`src/design/assert_macros.svh`:
```
// ----------------------------------------------------------------------------
// assert_macros.svh
// shared concurrent assertion shorthands on clk; arst_n masks BAGC_ASSERT only
// ----------------------------------------------------------------------------
`ifndef ASSERT_MACROS_SVH
`define ASSERT_MACROS_SVH

// checked only outside reset
`define BAGC_ASSERT(lbl, prop, msg) \
	lbl: assert property (@(posedge clk) disable iff (!arst_n) prop) else $error(msg);

// checked at every edge, reset included
`define BAGC_ASSERT_ALWAYS(lbl, prop, msg) \
	lbl: assert property (@(posedge clk) prop) else $error(msg);

`endif

```
`src/design/bagc_pkg.sv`:
```
// ----------------------------------------------------------------------------
// bagc_pkg
// types, constants and helpers of the bagging cycle sequencer
// ----------------------------------------------------------------------------
package bagc_pkg;

	localparam int DELAY_BITS = 16;
	localparam int COUNT_BITS = 16;
	localparam int CFG_W      = 16;
	localparam int CFG_IDX_W  = 3;

	// register indexes
	typedef enum logic [CFG_IDX_W-1:0] {
		REG_SETTLE_DELAY = 3'd0,
		REG_FILL_TIME    = 3'd1,
		REG_BLADE_TIME   = 3'd2,
		REG_RELEASE_TIME = 3'd3,
		REG_JAW_OPEN     = 3'd4,
		REG_PHOTO_MODE   = 3'd5,
		REG_DRY_RUN      = 3'd6,
		REG_BATCH_SIZE   = 3'd7
	} cfg_idx_t;

	localparam logic [CFG_W-1:0] SETTLE_DELAY_RST = 16'd100;
	localparam logic [CFG_W-1:0] FILL_TIME_RST    = 16'd300;
	localparam logic [CFG_W-1:0] BLADE_TIME_RST   = 16'd100;
	localparam logic [CFG_W-1:0] RELEASE_TIME_RST = 16'd150;
	localparam logic [CFG_W-1:0] JAW_OPEN_RST     = 16'd50;
	localparam logic [CFG_W-1:0] BATCH_SIZE_RST   = 16'd100;

	typedef enum logic [13:0] {
		PH_HOMING   = 14'b00000000000001,
		PH_IDLE     = 14'b00000000000010,
		PH_CHECK    = 14'b00000000000100,
		PH_SETTLE   = 14'b00000000001000,
		PH_FILL1    = 14'b00000000010000,
		PH_FILL2    = 14'b00000000100000,
		PH_JAWOPEN  = 14'b00000001000000,
		PH_BLADE    = 14'b00000010000000,
		PH_RELEASE  = 14'b00000100000000,
		PH_WAITUP   = 14'b00001000000000,
		PH_DFILL1   = 14'b00010000000000,
		PH_DFILL2   = 14'b00100000000000,
		PH_DBLADE   = 14'b01000000000000,
		PH_DRELEASE = 14'b10000000000000
	} phase_t;

	typedef struct packed {
		logic med;
		logic slow;
		logic doser;
		logic blade;
		logic vjaw;
		logic hjaw;
		logic down;
	} act_t;

	localparam act_t ACT_RST = '{med: 1'b1, default: 1'b0};

	typedef struct packed {
		logic ms_tick;
		logic start_button_n;
		logic stop_button_n;
		logic photocell_level;
		logic upper_limit;
		logic lower_limit;
	} sample_t;

	typedef struct packed {
		logic        carriage_down;
		logic        horizontal_jaw_closed;
		logic        vertical_jaw_closed;
		logic        blade_on;
		logic        doser_open;
		logic        slow_speed_select;
		logic        medium_speed_select;
		logic [15:0] bags_remaining;
		logic        running;
		logic        homing;
		logic        bottom_fault;
	} result_t;

	// clamp a register value to the delay timer range
	function automatic logic [DELAY_BITS-1:0] sat_delay(input logic [CFG_W-1:0] v);
		logic [DELAY_BITS-1:0] r;
		if (DELAY_BITS >= CFG_W) r = DELAY_BITS'(v);
		else if ((v >> DELAY_BITS) != '0) r = '1;
		else r = DELAY_BITS'(v);
		return r;
	endfunction

	// clamp a register value to the bag counter range
	function automatic logic [COUNT_BITS-1:0] sat_count(input logic [CFG_W-1:0] v);
		logic [COUNT_BITS-1:0] r;
		if (COUNT_BITS >= CFG_W) r = COUNT_BITS'(v);
		else if ((v >> COUNT_BITS) != '0) r = '1;
		else r = COUNT_BITS'(v);
		return r;
	endfunction

endpackage

```
`src/design/bagc_if.sv`:
```
// ----------------------------------------------------------------------------
// bagc_if
// valid/ready channels for pin samples and actuator results
// ----------------------------------------------------------------------------
interface bagc_sample_if import bagc_pkg::*; ();
	logic    valid;
	logic    ready;
	sample_t data;

	modport source (output valid, output data, input ready);
	modport sink   (input valid, input data, output ready);
endinterface

interface bagc_result_if import bagc_pkg::*; ();
	logic    valid;
	logic    ready;
	result_t data;

	modport source (output valid, output data, input ready);
	modport sink   (input valid, input data, output ready);
endinterface

```
`src/design/bagging_cycle_sequencer.sv`:
```
// ----------------------------------------------------------------------------
// bagging_cycle_sequencer
// actuator sequencer for a bag-forming machine, one pin sample per request
// ----------------------------------------------------------------------------
//
//  channel  | dir | payload                               | handshake
//  ---------+-----+---------------------------------------+-------------
//  sample   | in  | tick, buttons, photocell, limit pins  | valid/ready
//  result   | out | actuators, bags left, status, fault   | valid/ready
//  cfg      | in  | register index and data               | write enable
//
//  one request per cycle unless stalled: the phase update and its single
//  timer compare sit between the state registers and the result register
//  each accepted request yields exactly one registered result
//  a two-entry output buffer (result register plus skid) keeps ready high
//  while one result waits; ready drops only when both entries are full
//  arst_n clears phase to homing, timers, counter, flags, edge history and
//  the config registers to their defaults
//
`include "assert_macros.svh"

module bagging_cycle_sequencer import bagc_pkg::*; (
	input  logic                 clk,
	input  logic                 arst_n,
	bagc_sample_if.sink          sample,
	bagc_result_if.source        result,
	input  logic                 cfg_we,
	input  logic [CFG_IDX_W-1:0] cfg_index,
	input  logic [CFG_W-1:0]     cfg_wdata
);

	// configuration registers
	logic [CFG_W-1:0] settle_delay_q, fill_time_q, blade_time_q;
	logic [CFG_W-1:0] release_time_q, jaw_open_q, batch_size_q;
	logic             photo_mode_q, dry_run_q;

	// sequencer state
	phase_t                phase_q, phase_n;
	logic [DELAY_BITS-1:0] timer_q, timer_n;
	logic [COUNT_BITS-1:0] count_q, count_n;
	logic                  arrived_q, arrived_n;
	logic                  paused_q, paused_n;
	logic [2:0]            prev_q;
	act_t                  act_q, act_n;

	// output buffer
	logic    out_valid_q, skid_valid_q;
	result_t out_data_q, skid_data_q;

	// per-request decode
	sample_t               smp;
	logic                  acc, out_pop;
	logic                  tick, start, stop, photo;
	logic [2:0]            levels, rise;
	logic                  fault;
	logic [DELAY_BITS-1:0] lim, timer_adv;
	logic                  wait_done, fill_done;
	result_t               res;

	assign smp     = sample.data;
	assign acc     = sample.valid && sample.ready;
	assign out_pop = out_valid_q && result.ready;

	// skid entry free means room for one more result
	assign sample.ready = !skid_valid_q;
	assign result.valid = out_valid_q;
	assign result.data  = out_data_q;

	assign tick   = smp.ms_tick;
	assign start  = !smp.start_button_n;
	assign stop   = !smp.stop_button_n;
	assign photo  = smp.photocell_level;
	assign levels = {smp.lower_limit, smp.upper_limit, smp.photocell_level};
	assign rise   = levels & ~prev_q;

	// the one delay that the current phase is timing
	always_comb begin
		case (phase_q)
			PH_SETTLE:                                  lim = sat_delay(settle_delay_q);
			PH_FILL1, PH_FILL2, PH_DFILL1, PH_DFILL2:   lim = sat_delay(fill_time_q);
			PH_JAWOPEN:                                 lim = sat_delay(jaw_open_q);
			PH_BLADE, PH_DBLADE:                        lim = sat_delay(blade_time_q);
			PH_RELEASE, PH_DRELEASE:                    lim = sat_delay(release_time_q);
			default:                                    lim = '0;
		endcase
	end

	assign wait_done = (timer_q >= lim);
	// timer clears once it reaches the limit, so it never wraps
	assign timer_adv = wait_done ? '0 : (tick ? timer_q + DELAY_BITS'(1) : timer_q);
	assign fill_done = photo_mode_q ? !photo : wait_done;

	always_comb begin
		phase_n   = phase_q;
		timer_n   = timer_q;
		count_n   = count_q;
		arrived_n = arrived_q;
		paused_n  = paused_q;
		act_n     = act_q;
		fault     = 1'b0;

		// edge effects come before the phase action, not while homing
		if (phase_q != PH_HOMING) begin
			if (rise[1:0] != 2'b00) begin
				arrived_n  = 1'b1;
				act_n.slow = 1'b0;
				act_n.med  = 1'b0;
			end
			if (rise[2]) begin
				arrived_n   = 1'b1;
				act_n.slow  = 1'b0;
				act_n.med   = 1'b0;
				act_n.blade = 1'b0;
				act_n.hjaw  = 1'b0;
				fault       = 1'b1;
			end
		end

		case (phase_q)
			PH_HOMING: begin
				if (smp.upper_limit) begin
					arrived_n  = 1'b1;
					act_n.slow = 1'b0;
					act_n.med  = 1'b0;
					phase_n    = PH_IDLE;
				end
			end
			PH_IDLE: begin
				if (start) begin
					count_n = sat_count(batch_size_q);
					phase_n = PH_CHECK;
				end
			end
			PH_CHECK: begin
				if (count_q == '0) begin
					// batch done or empty batch
					paused_n = 1'b0;
					phase_n  = PH_IDLE;
				end else if (paused_q || stop) begin
					paused_n = 1'b1;
					if (start) begin
						paused_n = 1'b0;
						timer_n  = '0;
						phase_n  = PH_SETTLE;
					end
				end else begin
					timer_n = '0;
					phase_n = PH_SETTLE;
				end
			end
			PH_SETTLE: begin
				timer_n = timer_adv;
				if (wait_done) begin
					act_n.down = 1'b1;
					act_n.hjaw = 1'b1;
					phase_n    = dry_run_q ? PH_DFILL1 : PH_FILL1;
				end
			end
			PH_FILL1: begin
				if (!photo_mode_q) timer_n = timer_adv;
				if (fill_done) begin
					act_n.med   = 1'b1;
					act_n.slow  = 1'b0;
					act_n.doser = 1'b0;
					phase_n     = PH_FILL2;
				end
			end
			PH_FILL2: begin
				if (!photo_mode_q) timer_n = timer_adv;
				if (fill_done) begin
					act_n.hjaw = 1'b0;
					act_n.vjaw = 1'b1;
					phase_n    = PH_JAWOPEN;
				end
			end
			PH_JAWOPEN: begin
				timer_n = timer_adv;
				if (wait_done) begin
					act_n.down  = 1'b0;
					act_n.blade = 1'b1;
					phase_n     = PH_BLADE;
				end
			end
			PH_BLADE: begin
				timer_n = timer_adv;
				if (wait_done) begin
					act_n.doser = 1'b1;
					act_n.blade = 1'b0;
					phase_n     = PH_RELEASE;
				end
			end
			PH_RELEASE: begin
				timer_n = timer_adv;
				if (wait_done) begin
					act_n.vjaw = 1'b0;
					if (count_q != '0) count_n = count_q - COUNT_BITS'(1);
					phase_n = PH_WAITUP;
				end
			end
			PH_DFILL1: begin
				// first dry-run fill is always timed
				timer_n = timer_adv;
				if (wait_done) begin
					act_n.med  = 1'b1;
					act_n.slow = 1'b0;
					phase_n    = PH_DFILL2;
				end
			end
			PH_DFILL2: begin
				if (!photo_mode_q) timer_n = timer_adv;
				if (fill_done) begin
					act_n.hjaw  = 1'b0;
					act_n.down  = 1'b0;
					act_n.vjaw  = 1'b1;
					act_n.blade = 1'b1;
					phase_n     = PH_DBLADE;
				end
			end
			PH_DBLADE: begin
				timer_n = timer_adv;
				if (wait_done) begin
					act_n.blade = 1'b0;
					act_n.vjaw  = 1'b0;
					phase_n     = PH_DRELEASE;
				end
			end
			PH_DRELEASE: begin
				timer_n = timer_adv;
				if (wait_done) begin
					if (count_q != '0) count_n = count_q - COUNT_BITS'(1);
					phase_n = PH_WAITUP;
				end
			end
			PH_WAITUP: begin
				// a rising limit or photocell edge during the bag counts here
				if (arrived_n) begin
					arrived_n = 1'b0;
					phase_n   = PH_CHECK;
				end
			end
			default: phase_n = PH_IDLE;
		endcase
	end

	always_comb begin
		res.carriage_down         = act_n.down;
		res.horizontal_jaw_closed = act_n.hjaw;
		res.vertical_jaw_closed   = act_n.vjaw;
		res.blade_on              = act_n.blade;
		res.doser_open            = act_n.doser;
		res.slow_speed_select     = act_n.slow;
		res.medium_speed_select   = act_n.med;
		res.bags_remaining        = 16'(count_n);
		res.running               = (phase_n != PH_HOMING) && (phase_n != PH_IDLE);
		res.homing                = (phase_n == PH_HOMING);
		res.bottom_fault          = fault;
	end

	// configuration writes
	always_ff @(posedge clk or negedge arst_n) begin
		if (!arst_n) begin
			settle_delay_q <= SETTLE_DELAY_RST;
			fill_time_q    <= FILL_TIME_RST;
			blade_time_q   <= BLADE_TIME_RST;
			release_time_q <= RELEASE_TIME_RST;
			jaw_open_q     <= JAW_OPEN_RST;
			photo_mode_q   <= 1'b0;
			dry_run_q      <= 1'b0;
			batch_size_q   <= BATCH_SIZE_RST;
		end else if (cfg_we) begin
			case (cfg_idx_t'(cfg_index))
				REG_SETTLE_DELAY: settle_delay_q <= cfg_wdata;
				REG_FILL_TIME:    fill_time_q    <= cfg_wdata;
				REG_BLADE_TIME:   blade_time_q   <= cfg_wdata;
				REG_RELEASE_TIME: release_time_q <= cfg_wdata;
				REG_JAW_OPEN:     jaw_open_q     <= cfg_wdata;
				REG_PHOTO_MODE:   photo_mode_q   <= cfg_wdata[0];
				REG_DRY_RUN:      dry_run_q      <= cfg_wdata[0];
				REG_BATCH_SIZE:   batch_size_q   <= cfg_wdata;
				default: ;
			endcase
		end
	end

	// sequencer state advances once per accepted request
	always_ff @(posedge clk or negedge arst_n) begin
		if (!arst_n) begin
			phase_q   <= PH_HOMING;
			timer_q   <= '0;
			count_q   <= '0;
			arrived_q <= 1'b0;
			paused_q  <= 1'b0;
			prev_q    <= '0;
			act_q     <= ACT_RST;
		end else if (acc) begin
			phase_q   <= phase_n;
			timer_q   <= timer_n;
			count_q   <= count_n;
			arrived_q <= arrived_n;
			paused_q  <= paused_n;
			prev_q    <= levels;
			act_q     <= act_n;
		end
	end

	// result register with skid entry behind it
	always_ff @(posedge clk or negedge arst_n) begin
		if (!arst_n) begin
			out_valid_q  <= 1'b0;
			skid_valid_q <= 1'b0;
		end else if (!out_valid_q || out_pop) begin
			if (skid_valid_q) begin
				out_valid_q  <= 1'b1;
				skid_valid_q <= 1'b0;
			end else begin
				out_valid_q <= acc;
			end
		end else if (acc) begin
			skid_valid_q <= 1'b1;
		end
	end

	always_ff @(posedge clk) begin
		if (!out_valid_q || out_pop) begin
			if (skid_valid_q) out_data_q <= skid_data_q;
			else if (acc)     out_data_q <= res;
		end else if (acc) begin
			skid_data_q <= res;
		end
	end

	// assertions
	`BAGC_ASSERT(a_skid_behind_out, !skid_valid_q || out_valid_q, "skid full with result register empty")
	`BAGC_ASSERT(a_stall_fills_skid, (acc && out_valid_q && !out_pop) |=> skid_valid_q, "stalled result lost")
	`BAGC_ASSERT(a_drain_empties, (out_pop && !skid_valid_q && !acc) |=> !out_valid_q, "result repeated after drain")

endmodule
```
`src/flat_wrapper.sv`:
```
// flat-port wrapper written by rule: the top's interface ports become plain ports
module bagging_cycle_sequencer_flat import bagc_pkg::*;
  (clk, arst_n, cfg_we, cfg_index, cfg_wdata, sample_valid, sample_data, sample_ready, result_valid, result_data, result_ready);
  bagc_sample_if sample_i ();
  bagc_result_if result_i ();
  input  logic clk;
  input  logic arst_n;
  input  logic cfg_we;
  input  logic [CFG_IDX_W-1:0] cfg_index;
  input  logic [CFG_W-1:0] cfg_wdata;
  input wire logic [$bits(sample_i.valid)-1:0] sample_valid;
  input wire logic [$bits(sample_i.data)-1:0] sample_data;
  output wire logic [$bits(sample_i.ready)-1:0] sample_ready;
  output wire logic [$bits(result_i.valid)-1:0] result_valid;
  output wire logic [$bits(result_i.data)-1:0] result_data;
  input wire logic [$bits(result_i.ready)-1:0] result_ready;
  assign sample_i.valid = sample_valid;
  assign sample_i.data = sample_data;
  assign sample_ready = sample_i.ready;
  assign result_valid = result_i.valid;
  assign result_data = result_i.data;
  assign result_i.ready = result_ready;
  bagging_cycle_sequencer u_core (.clk(clk), .arst_n(arst_n), .sample(sample_i), .result(result_i), .cfg_we(cfg_we), .cfg_index(cfg_index), .cfg_wdata(cfg_wdata));
endmodule
```
`config.mk`:
```
export PLATFORM = sky130hd
export DESIGN_NAME = bagging_cycle_sequencer_flat
export DESIGN_NICKNAME = d
export VERILOG_FILES = /design/src/design/bagc_pkg.sv /design/src/design/bagc_if.sv /design/src/design/bagging_cycle_sequencer.sv /design/src/flat_wrapper.sv
export VERILOG_INCLUDE_DIRS = /design/src /design/src/design
export SDC_FILE = /design/constraint.sdc
export NUM_CORES = 1
export LEC_CHECK = 0
export BUFFER_PORTS_ARGS = -buffer_cell sky130_fd_sc_hd__clkbuf_2
export CELL_PAD_IN_SITES_DETAIL_PLACEMENT = 0
export CELL_PAD_IN_SITES_GLOBAL_PLACEMENT = 1
export CORE_ASPECT_RATIO = 1.1
export CORE_MARGIN = 8
export CORE_UTILIZATION = 49
export DETAILED_ROUTE_END_ITERATION = 6
export PLACE_DENSITY_LB_ADDON = 0.1
export SYNTH_ARGS = -nofsm -noshare
export SYNTH_HDL_FRONTEND = slang
export SYNTH_SLANG_ARGS = --single-unit
```
`constraint.sdc`:
```
create_clock -name clk -period 6.59 [get_ports clk]
set_clock_uncertainty 0.15 [all_clocks]
set_input_delay 0.659 -clock clk [delete_from_list [all_inputs] [get_ports clk]]
set_output_delay 0.659 -clock clk [all_outputs]
set_load 0.1 [all_outputs]
```
# Word level (Yosys, flattened, before mapping)
# Cells that the tools add are included.
[classes] magnitude_cmp=1 eq_ne=28 mux=69 bitwise=3 n_reduce_logical=34 n_addsub=2
[ops] cell="$mux W14" n=15
[ops] cell="$pmux W14 S13" n=1
[ops] cell="$mux W16" n=9
[ops] cell="$pmux W16 S5" n=1
[ops] cell="$mux W26" n=2
[ops] cell="$pmux W16 S3" n=1
[ops] cell="$pmux W16 S2" n=1
[ops] cell="$eq A14 B1 Y1 const B" n=2
[ops] cell="$ne A14 B1 Y1 const B" n=2
[ops] cell="$mux W1" n=20
[ops] cell="$reduce_and A2 Y1" n=10
[ops] cell="$mux W2" n=9
[ops] cell="$add A16 B1 Y16 const B" n=1
[ops] cell="$ge A16 B16 Y1" n=1
[ops] cell="$logic_not A16 Y1" n=1
[ops] cell="$reduce_bool A16 Y1" n=1
[ops] cell="$sub A16 B1 Y16 const B" n=1
[ops] cell="$eq A14 B10 Y1 const B" n=1
[ops] cell="$eq A14 B11 Y1 const B" n=1
[ops] cell="$eq A14 B12 Y1 const B" n=1
[ops] cell="$eq A14 B13 Y1 const B" n=1
[ops] cell="$eq A14 B14 Y1 const B" n=1
[ops] cell="$eq A14 B2 Y1 const B" n=1
[ops] cell="$eq A14 B3 Y1 const B" n=1
[ops] cell="34 further kinds" n=52
[totals] wordCells=182 inputBits=30 ff_bits=210 out_inout_bits=28

# Longest topological paths before layout
# Gate-level depths: netlist of run 1.
[depth] depth_word=12 depth_mapped=19 mapped_depth_nobuf=15

# Least setup slack after synthesis of run 1
# No wires, ideal clock.
[synth_timing] kind="register to register" startpoint="reg u_core.phase_q[12]" endpoint="reg u_core.out_data_q (netlist bit u_core.result.data[14]), data pin" path_slack_ps=1562 arrival_time_ps=4545 path_stages_with_launch=20 setup_time_ps=333 cell_sequence="dfrtp_1 -> buf_6 -> or4_4 -> buf_2 -> nor3_2 -> and4b_1 -> buf_2 -> buf_1 -> a222oi_1 -> nand2_1 -> a21oi_1 -> ha_1 -> nand4_1 -> or3_1 -> o32a_1 -> a31oi_2 -> buf_2 -> a31oi_1 -> o21ai_0 -> a41oi_1"
[synth_between] elab_chain_len=8 elab_cells_between_ends=20
[synth_rtl] item="from (decl)" line_no="bagging_cycle_sequencer.sv:38" source="phase_t phase_q, phase_n;"
[synth_rtl] item="from (signal assigned)" line_no="bagging_cycle_sequencer.sv:296" source="phase_q <= phase_n;"
[synth_rtl] item="$eq A14 B5 Y1, or another cell as far along" line_no="bagging_cycle_sequencer.sv:78" source="case (phase_q)"
[synth_rtl] item="$reduce_or A4 Y1, or another cell as far along" line_no="bagging_cycle_sequencer.sv:78"
[synth_rtl] item="$pmux W16 S5" line_no="bagging_cycle_sequencer.sv:78"
[synth_rtl] item="$ge A16 B16 Y1" line_no="bagging_cycle_sequencer.sv:88" source="assign wait_done = (timer_q >= lim);"
[synth_rtl] item="$mux W16" line_no="bagging_cycle_sequencer.sv:194" source="if (wait_done) begin"
[synth_rtl] item="$pmux W16 S2 *" line_no="bagging_cycle_sequencer.sv:119" source="case (phase_q)"
[synth_rtl] item="$mux W26 *" line_no="bagging_cycle_sequencer.sv:326" source="else if (acc) out_data_q <= res;"
[synth_rtl] item="$mux W26 *" line_no="bagging_cycle_sequencer.sv:325" source="if (skid_valid_q) out_data_q <= skid_data_q;"
[synth_rtl] item="to (signal assigned)" line_no="bagging_cycle_sequencer.sv:325"
[synth_rtl] item="to (signal assigned)" line_no="bagging_cycle_sequencer.sv:326"
[synth_rtl] item="to (decl)" line_no="bagging_cycle_sequencer.sv:48" source="result_t out_data_q, skid_data_q;"
# Mark *: on every way between the ends. The rest lies on a longest branch, timed or not. The select of a mux whose other input is x is not followed.
# A chain may end at the register's enable or synchronous reset.

# Worst setup path after layout of run 1
[layout_timing] startpoint="reg u_core.phase_q[12]" endpoint="reg u_core.out_data_q (netlist bit u_core.result.data[8]), data pin"
[layout_between] elab_chain_len=8 elab_cells_between_ends=20
[layout_rtl] item="$eq A14 B5 Y1, or another cell as far along" line_no="bagging_cycle_sequencer.sv:78"
[layout_rtl] item="$reduce_or A4 Y1, or another cell as far along" line_no="bagging_cycle_sequencer.sv:78"
[layout_rtl] item="$pmux W16 S5" line_no="bagging_cycle_sequencer.sv:78"
[layout_rtl] item="$ge A16 B16 Y1" line_no="bagging_cycle_sequencer.sv:88"
[layout_rtl] item="$mux W16" line_no="bagging_cycle_sequencer.sv:194"
[layout_rtl] item="$pmux W16 S2 *" line_no="bagging_cycle_sequencer.sv:119"
[layout_rtl] item="named net u_core.count_n[5]" line_no="bagging_cycle_sequencer.sv:40" source="logic [COUNT_BITS-1:0] count_q, count_n;"
[layout_rtl] item="$mux W26 *" line_no="bagging_cycle_sequencer.sv:326"
[layout_rtl] item="$mux W26 *" line_no="bagging_cycle_sequencer.sv:325"
# The timed path passes the listed nets; every way through them passes the cells marked *. The select of a mux whose other input is x is not followed.

==> results of run 1 <==
==> state kept, by name (all words and copies together) (netlist names), 16 cells and up <==
| signal | count |
|---|---|
| u_core.timer_q | 16 |
| u_core.jaw_open_q | 16 |
| u_core.settle_delay_q | 16 |
| u_core.blade_time_q | 16 |
| u_core.fill_time_q | 16 |
| u_core.release_time_q | 16 |
| u_core.result.data | 26 |
| u_core.skid_data_q | 26 |
| u_core.batch_size_q | 16 |
| u_core.count_q | 16 |
==> kinds of logic (layout without fill, tap and decap cells) <==
group / Yosys count / after routing / synth area share, %
simple gates: 326 / 326 / 15.2
compound gates: 237 / 237 / 15.0
flops: 210 / 210 / 51.0
buf+inv: 76 / 142 / 2.80
mux: 130 / 130 / 13.3
xor+xnor: 7 / 7 / 0.564
fa+ha+maj: 18 / 18 / 2.07
==> metal layers <==
| layer | routed length [um] | part of all wire, % | GRT usage (%) | vias to the layer above |
|---|---|---|---|---|
| li1 | - | - | - | 3881 |
| met1 | 12800 | 44 | 28.9 | 4125 |
| met2 | 14000 | 48 | 36.4 | 232 |
| met3 | 1410 | 4.8 | 2.50 | 58 |
| met4 | 952 | 3.3 | 7.92 | 0 |
| met5 | 0 | 0 | 0 | - |
==> path summary, 6_finish.rpt <==
kind                                          from  cells past startpoint                      to  slack [ns]
worst max register to register  u_core.phase_q[12]                     14   u_core.result.data[8]        0.79
worst min register to register    u_core.prev_q[2]                      2        u_core.prev_q[2]        0.34
worst max-delay path            u_core.phase_q[12]                     14   u_core.result.data[8]        0.79
worst min-delay path                        arst_n                      1       u_core.timer_q[4]        0.13
max in group asynchronous                   arst_n                      2  u_core.batch_size_q[3]        4.82
min in group clk                    sample_data[0]                      3        u_core.prev_q[2]        0.20
==> per-stage QoR <==
step	util, %	hold WS [ns]	cells	cell area [um2]
floorplan	-	0.213	1004	10900
global placement	52.5	0.303	1324	11500
detailed placement	52.5	0.310	1324	11500
CTS	56.2	0.160	1365	12300
global route	56.2	0.193	1365	12300
finish	56.2	0.135	1365	12300
==> layout by cell type, fill, tap and decap left out, drive strengths merged, types with 21 or more instances in the layout <==
cell type / n
buf: 24
mux2: 119
nand3: 21
nor2: 67
clkbuf: 89
inv: 22
o21ai: 60
a21oi: 46
dfrtp: 136
edfxtp: 52
dfstp: 22
o31ai: 24
nand2: 114
==> critical path, delay by kind of cell (launching register included) <==
family	cells	cell delay [ns]
simple gates	6	2.63
mux	1	0.27
compound gates	5	1.40
fa+ha+maj	1	0.27
buf+inv	1	0.25
flops	1	0.52
==> final cells by class <==
| cell class | instances | share of cell area [%] |
|---|---|---|
| flip-flops and latches | 210 | 44.9 |
| repair buffers | 80 | 3.76 |
| inverters | 21 | 0.639 |
| multi-input cells | 718 | 41.2 |
| clock inverters | 8 | 1.01 |
| clock buffers | 33 | 5.45 |
| well taps | 295 | 2.99 |
==> power by group <==
group	internal [mW]	total, mW	switching (mW)
clock	0.829	1.35	0.525
sequential	1.66	1.89	0.229
combinational	0.609	1.83	1.22
==> flow_summary_export.csv, run 1 <==
group,metric,value,unit
flow_run,drv_cap,0,
drt,drt_iter0_drc,613,
clock_network,cts_resized,0,
power_and_ir_drop,peakVddDrop,223,uV
setup_path,endpoint_kind,"flip-flop",
die,fp.dieW,158,um
die,ios,58,
synth,yosysWarnings,0,
synth,ys_types,82,
timing,timing.fmax,172,MHz
setup_path,worstSetupPathType,"flip-flop to flip-flop",
power_and_ir_drop,cellLeakagePower,5.16,nW
die,start_util,49.5,%
synth,syn_inst,1004,
synth,synth-edff-count,52,
synth,synth_most_common_cell,"dfrtp_1",
synth,netlist_area,0.0109,mm2
drt,routed_wl,29200,um
setup_path,worst_path_largest_cell_delay,0.70,ns
drt,drtAntennaViolNets,0,
synth,yosysTopAreaCell,"dfrtp_1",
place,port_buffers,57,
synth,syn_nets,1052,
timing,final.setup.tns,0,ns
synth,avgSynthCellArea,10.8,um2
clock_network,cts_hold_buf,0,
layout,nets,1102,
synth,ys.flop_type,"dfrtp_1",
timing,finalCritPeriodShare,88.0,%
timing,worstMarginPinSlew,1.07,ns
setup_path,crit_path_cell_trace,"or4_4 -> nor3_2 -> and4b_1 -> buf_4 -> a222oi_1 -> nand2_1 -> a21oi_1 -> ha_1 -> a2111oi_0 -> o32a_1 -> and3_1 -> nor3_1 -> a221o_1 -> mux2_2",
synth,ys_seq_area_share,51.0,%
clock_network,insertion_delay,0.52,ns
clock_network,cts_htree_levels,1,
drt,drtPass1Iterations,5,
layout,area_delta_synth_final,13.6,%
setup_path,cp.required,6.68,ns
synth,ys_async_sr_fraction,75.2,%
grt,grt_max_degree,106,
drt,drc,0,
timing,slew_headroom,28.9,%
drt,routedWlPerCell,21.4,um
layout,drive_gt1_share,27.4,%
die,rows,57,
grt,grt_overflow_total,0,
setup_path,slowest_stage,"or4_4",
clock_network,cts_buffers,23,
synth,ys_seq_elements,210,
die,die_area,0.0272,mm2
clock_network,clockBufferDepth,3,
grt,grt_util_all_layers,21.8,%
place,hpwl,20200,um
synth,yosys-top-cells-count,"dfrtp_1 (136), mux2_2 (119), nand2_1 (113), nor2_1 (65), o21ai_0 (56)",
hold_path,worstHoldPathType,"primary input to asynchronous set/reset pin",
die,core,0.0220,mm2
timing,worst_slack,0.788,ns
clock_network,post_cts_buffers,0,
timing,rsz0062_at_grt,"false",
clock_network,cts_root_buf,"clkbuf_16",
die,die_y,172,um
status,status,"completed",
place,place_congestion,0.901,
drt,vias,8296,
synth,ys_top_cells_by_area,"dfrtp_1 (31%), edfxtp_1 (14%), mux2_2 (12%), dfstp_2 (5.3%), nand2_1 (3.9%)",
clock_network,path_clk_slew,0.07,ns
layout,multi_input_area,0.00509,mm2
layout,nFillCells,1978,
power_and_ir_drop,powerDensity,411,mW/mm2
drt,detail_route.vias_per_cell,6.08,
setup_path,cp.arrival,5.90,ns
timing,setup_viol,0,
timing,min_period,5.80,ns
timing,finalHoldViolations,0,
setup_path,critPathLaunchType,"flip-flop",
setup_path,path_max_fanout,14,
grt,first_global_vias,8139,
clock_network,cts_num_sinks,210,
layout,regArea,0.00554,mm2
clock_network,cts_tree,"done",
grt,antenna_found_initial,0,
synth,netlist.area_leader.share,31.3,%
place,preCtsSetupSlack,0.897,ns
power_and_ir_drop,total_power,5.07,mW
timing,final_max_slew_viol_count,0,
layout,antenna_cells,0,
grt,grt_pass1_wl,46300,um
Note: power is estimated with default switching activity, not from simulation.
==> run 2, diff against run 1 <==
Settings changed: PLACE_DENSITY from default to 0.82, PLACE_DENSITY_LB_ADDON 0.1 to default.
==> run 2 against run 1 <==
Via count down 0.17%. Sequential power hardly changed. Critical endpoint is now u_core.result.data[11]. Count of clock-buffer cells in the layout fell by 3. Fmax increased by 2.3%.
==> flow_summary_export.csv, run 2 (same netlist as run 1, synthesis figures left out) <==
group,metric,value,unit
status,status,"completed",
clock_network,post_cts_buffers,0,
drt,routedWlPerCell,20.8,um
hold_path,worstHoldPathType,"primary input to asynchronous set/reset pin",
die,die_area,0.0272,mm2
die,fp.dieW,158,um
clock_network,cts_buffers,23,
clock_network,cts_resized,0,
power_and_ir_drop,cellLeakagePower,5.11,nW
layout,area_delta_synth_final,12.7,%
layout,drive_gt1_share,26.9,%
setup_path,cpLargestDelayFamily,"compound AO/OA/AOI/OAI gates",
grt,grt_pass1_wl,45200,um
clock_network,path_clk_slew,0.06,ns
drt,detail_route.vias_per_cell,6.10,
timing,finalHoldViolations,0,
drt,drtPass1Iterations,5,
setup_path,slowest_stage,"a31oi_2",
layout,antenna_cells,0,
layout,stdcell_count,1358,
grt,antenna_found_initial,0,
timing,fin_hold_ws,0.109,ns
power_and_ir_drop,switching_power,1.95,mW
drt,drc,0,
setup_path,path_max_fanout,19,
flow_run,drv_cap,0,
drt,vias,8282,
setup_path,cp.arrival,5.77,ns
die,die_y,172,um
place,place_congestion,0.885,
clock_network,clockBufferDepth,3,
place,hpwl,19300,um
setup_path,worstSetupPathType,"flip-flop to flip-flop",
clock_network,cts_htree_levels,1,
layout,final_common_cell,"dfrtp_1",
timing,timing.fmax,176,MHz
setup_path,crit_path_cell_trace,"or4_4 -> nor3_2 -> nand4_1 -> o31ai_2 -> buf_4 -> nand2_1 -> nand2_1 -> a21oi_1 -> ha_1 -> nand4_1 -> or3_1 -> o32a_1 -> a31oi_2 -> a31oi_1 -> o21ai_0 -> a31oi_1",
grt,first_global_vias,8228,
setup_path,path_buf_inv,1,
drt,drtAntennaViolNets,0,
place,post_dp_cell_area,0.0115,mm2
clock_network,cts_root_buf,"clkbuf_16",
die,ios,58,
power_and_ir_drop,peakVddDrop,209,uV
drt,routed_wl,28300,um
die,core,0.0220,mm2
power_and_ir_drop,intPower,3.03,mW
grt,grt_max_degree,100,
timing,min_period,5.67,ns
setup_path,critPathLaunchType,"flip-flop",
power_and_ir_drop,swShare,39.2,%
layout,nets,1094,
timing,worstMarginPinSlew,1.26,ns
power_and_ir_drop,clockPowerShare,25.9,%
drt,drt_iter0_drc,633,
setup_path,worst_path_largest_cell_delay,0.78,ns
power_and_ir_drop,powerDensity,407,mW/mm2
power_and_ir_drop,p_comb_share,36.2,%
die,start_util,49.5,%
place,dp_cells,1316,
timing,final_max_slew_viol_count,0,
clock_network,insertion_delay,0.51,ns
timing,slew_headroom,15.5,%
setup_path,cp.required,6.69,ns
place,preCtsSetupSlack,0.964,ns
clock_network,cts_num_sinks,210,
timing,setup_viol,0,
grt,grt_overflow_total,0,
power_and_ir_drop,seqPwrFrac,37.9,%
clock_network,cts_hold_buf,0,
timing,finalCritPeriodShare,86.1,%
place,port_buffers,57,
grt,grt_util_all_layers,20.9,%
setup_path,endpoint_kind,"flip-flop",
layout,stdcell_area,0.0122,mm2
timing,worst_slack,0.918,ns
die,rows,57,
layout,final_cell_mix,"dfrtp_1 (136), mux2_2 (119), nand2_1 (113)",
timing,rsz0062_at_grt,"false",
timing,final.setup.tns,0,ns
clock_network,cts_tree,"done",
==> run 2: worst paths after layout <==
kind                                    startpoint                      to  slack [ns]  cells after the start
worst max-delay path            u_core.phase_q[12]  u_core.result.data[11]        0.92                     16
worst max register to register  u_core.phase_q[12]  u_core.result.data[11]        0.92                     16
min in group clk                    sample_data[0]        u_core.prev_q[2]        0.22                      3
max in group asynchronous                   arst_n      u_core.count_q[12]        4.87                      2
worst min register to register    u_core.prev_q[2]        u_core.prev_q[2]        0.31                      2
worst min-delay path                        arst_n      u_core.timer_q[12]        0.11                      1
==> run 2: routing by layer <==
metal | global-route usage (%) | part of all wire, %
met5 | 0 | 0
met4 | 7.71 | 3.3
met3 | 3.10 | 5.9
met2 | 34.6 | 47
met1 | 27.6 | 43
==> run 2: cell type report <==
class,count,area [um2]
Clock inverter,12,121
Multi-Input combinational cell,718,5090
Sequential cell,210,5540
Clock buffer,30,642
Tap cell,295,369
Timing Repair Buffer,72,404
Inverter,21,78.8
Fill cell,1925,9720
==> run 2: per-stage QoR <==
stage | utilization (%) | total power [mW]
CTS | 55.7 | 4.99
floorplan | - | 3.19
global placement | 52.3 | 3.66
detailed placement | 52.3 | 3.69
global route | 55.7 | 5.25
finish | 55.7 | 4.98
==> run 2: power groups by stage <==
| stage | Clock (mW) | Combinational (mW) | Sequential, mW |
|---|---|---|---|
| floorplan | 0 | 1.13 | 2.06 |
| global placement | 0 | 1.77 | 1.90 |
| detailed placement | 0 | 1.79 | 1.90 |
| CTS | 1.32 | 1.79 | 1.88 |
| global route | 1.37 | 1.96 | 1.93 |
| finish | 1.29 | 1.80 | 1.89 |
==> run 3, diff against run 2 <==
Settings changed: ABC_CLOCK_PERIOD_IN_PS from default to 6900, CORE_UTILIZATION 49 to 53, PLACE_DENSITY 0.82 to 0.87.
Clock period 6.59 ns to 6.9 ns, I/O delays scaled along.
==> run 3 against run 2 <==
Sequential power decreased by 4%. Final cell count decreased by 2.9%. First-iteration DRC count increased by 46%. Utilization increased by 4.5 points. Count of clock-buffer cells in the layout decreased by 3. Wire length decreased by 0.21%. Global-route usage increased by 1.2 points. Critical endpoint is now u_core.result.data[7]. Highest routed layer is now met5.
==> flow_summary_export.csv, run 3 (same netlist as run 1, synthesis figures left out) <==
group,metric,value,unit
setup_path,cp.arrival,6.00,ns
clock_network,cts_root_buf,"clkbuf_16",
drt,detail_route.vias_per_cell,6.36,
layout,nFillCells,1683,
timing,worstMarginPinSlew,1.18,ns
setup_path,startpoint,"u_core.phase_q[12]",
drt,routedWlPerCell,21.4,um
setup_path,path_max_fanout,19,
die,start_util,53.4,%
timing,finalHoldViolations,0,
layout,regArea,0.00554,mm2
timing,slew_headroom,20.7,%
clock_network,cts_htree_levels,1,
timing,timing.fmax,169,MHz
setup_path,endpoint_kind,"flip-flop",
grt,antenna_found_initial,1,
setup_path,cpLargestDelayFamily,"simple AND/OR/NAND/NOR gates",
die,fp.dieW,153,um
grt,grt_util_all_layers,22.2,%
setup_path,r2r-start,"u_core.phase_q[12]",
timing,rsz0062_at_grt,"false",
clock_network,cts_tree,"done",
die,core,0.0204,mm2
setup_path,worstSetupPathType,"flip-flop to flip-flop",
status,status,"completed",
place,hpwl,19300,um
setup_path,reg2regPathDepth,14,
timing,final_max_slew_viol_count,0,
setup_path,cp-endpoint,"u_core.result.data[7]",
place,port_buffers,57,
clock_network,cts_resized,0,
setup_path,cp.required,7.00,ns
power_and_ir_drop,peakVddDrop,227,uV
layout,final_cell_mix,"dfrtp_1 (136), mux2_2 (119), nand2_1 (113)",
timing,setup_viol,0,
drt,vias,8390,
clock_network,cts_num_sinks,210,
grt,first_global_vias,8328,
layout,antenna_cells,0,
setup_path,slowest_stage,"a31oi_2",
power_and_ir_drop,cellLeakagePower,5.15,nW
timing,final.setup.tns,0,ns
hold_path,worstHoldPathType,"primary input to asynchronous set/reset pin",
clock_network,cts_hold_buf,0,
timing,min_period,5.90,ns
drt,drc,0,
clock_network,clockBufferDepth,3,
clock_network,cts_buffers,23,
setup_path,crit_path_cell_trace,"or4_4 -> nor3_2 -> and4b_1 -> a222oi_1 -> nand2_1 -> a21oi_1 -> ha_1 -> nand4_1 -> or3_1 -> o32a_1 -> a31oi_2 -> a31oi_1 -> a211o_1 -> mux2_2",
layout,final_common_cell,"dfrtp_1",
die,die_area,0.0253,mm2
flow_run,drv_cap,0,
grt,grt_max_degree,89,
setup_path,critPathLaunchType,"flip-flop",
setup_path,crit_cells,14,
clock_network,path_clk_slew,0.06,ns
die,rows,55,
place,dp_cells,1278,
grt,grt_overflow_total,0,
layout,final_util,60.2,%
die,ios,58,
power_and_ir_drop,powerDensity,398,mW/mm2
layout,drive_gt1_share,26.9,%
grt,grt_pass1_wl,46000,um
setup_path,rr_endpoint,"u_core.result.data[7]",
drt,drtAntennaViolNets,0,
drt,routed_wl,28200,um
drt,drt_iter0_drc,927,
drt,drtPass1Iterations,5,
layout,nets,1095,
die,die_y,166,um
place,place_congestion,0.917,
setup_path,worst_path_largest_cell_delay,0.78,ns
layout,area_delta_synth_final,12.8,%
timing,finalCritPeriodShare,85.5,%
setup_path,path_buf_inv,0,
clock_network,post_cts_buffers,0,
layout,stdcell_count,1319,
clock_network,insertion_delay,0.51,ns
layout,multi_input_area,0.00507,mm2
setup_path,rrSetupSlack,1.0,ns
run 3: cell type report:
| cell class | count | share of cell area, % |
|---|---|---|
| flip-flops and latches | 210 | 45.2 |
| multi-input cells | 718 | 41.4 |
| clock buffers | 27 | 4.99 |
| repair buffers | 73 | 3.36 |
| well taps | 256 | 2.61 |
| clock inverters | 14 | 1.83 |
| inverters | 21 | 0.643 |
run 3: metal layers:
metal	global-route usage [%]	routed length [um]
met3	3.80	1750
met4	9.22	1010
met1	29.1	12000
met2	36.0	13500
met5	0	18
run 3: how the worst min path moves through the flow:
stage	from	endpoint	cells past startpoint
3_3_place_gp	u_core.prev_q[2]	u_core.prev_q[2]	2
2_1_floorplan	arst_n	u_core.act_q[0]	0
4_1_cts	arst_n	u_core.phase_q[11]	1
3_5_place_dp	u_core.prev_q[2]	u_core.prev_q[2]	2
5_1_grt	arst_n	u_core.timer_q[4]	1
6_report	arst_n	u_core.timer_q[4]	1
run 3: per-stage QoR:
stage	setup WS [ns]	cell area (um2)	power [mW]	hold slack (ns)
5_1_grt	0.719	12300	5.13	0.177
3_3_place_gp	1.29	11400	3.48	0.301
4_1_cts	1.12	12300	4.89	0.145
3_5_place_dp	1.17	11400	3.51	0.308
2_1_floorplan	1.87	10900	3.05	0.244
6_report	0.998	12300	4.88	0.0247
run 3: worst reg2reg max path: stages, from the launching register on:
cell      delay (ns)
dfrtp_1         0.49
or4_4           0.68
nor3_2          0.36
and4b_1         0.77
a222oi_1        0.17
nand2_1         0.13
a21oi_1         0.05
ha_1            0.31
nand4_1         0.15
or3_1           0.39
o32a_1          0.44
a31oi_2         0.79
a31oi_1         0.17
a211o_1         0.32
mux2_2          0.28
run 3: power breakdown:
group / total, mW / switching (mW) / internal [mW]
combinational: 1.71 / 1.15 / 0.558
clock: 1.36 / 0.500 / 0.859
sequential: 1.81 / 0.222 / 1.59
total: 4.88 / 1.87 / 3.00
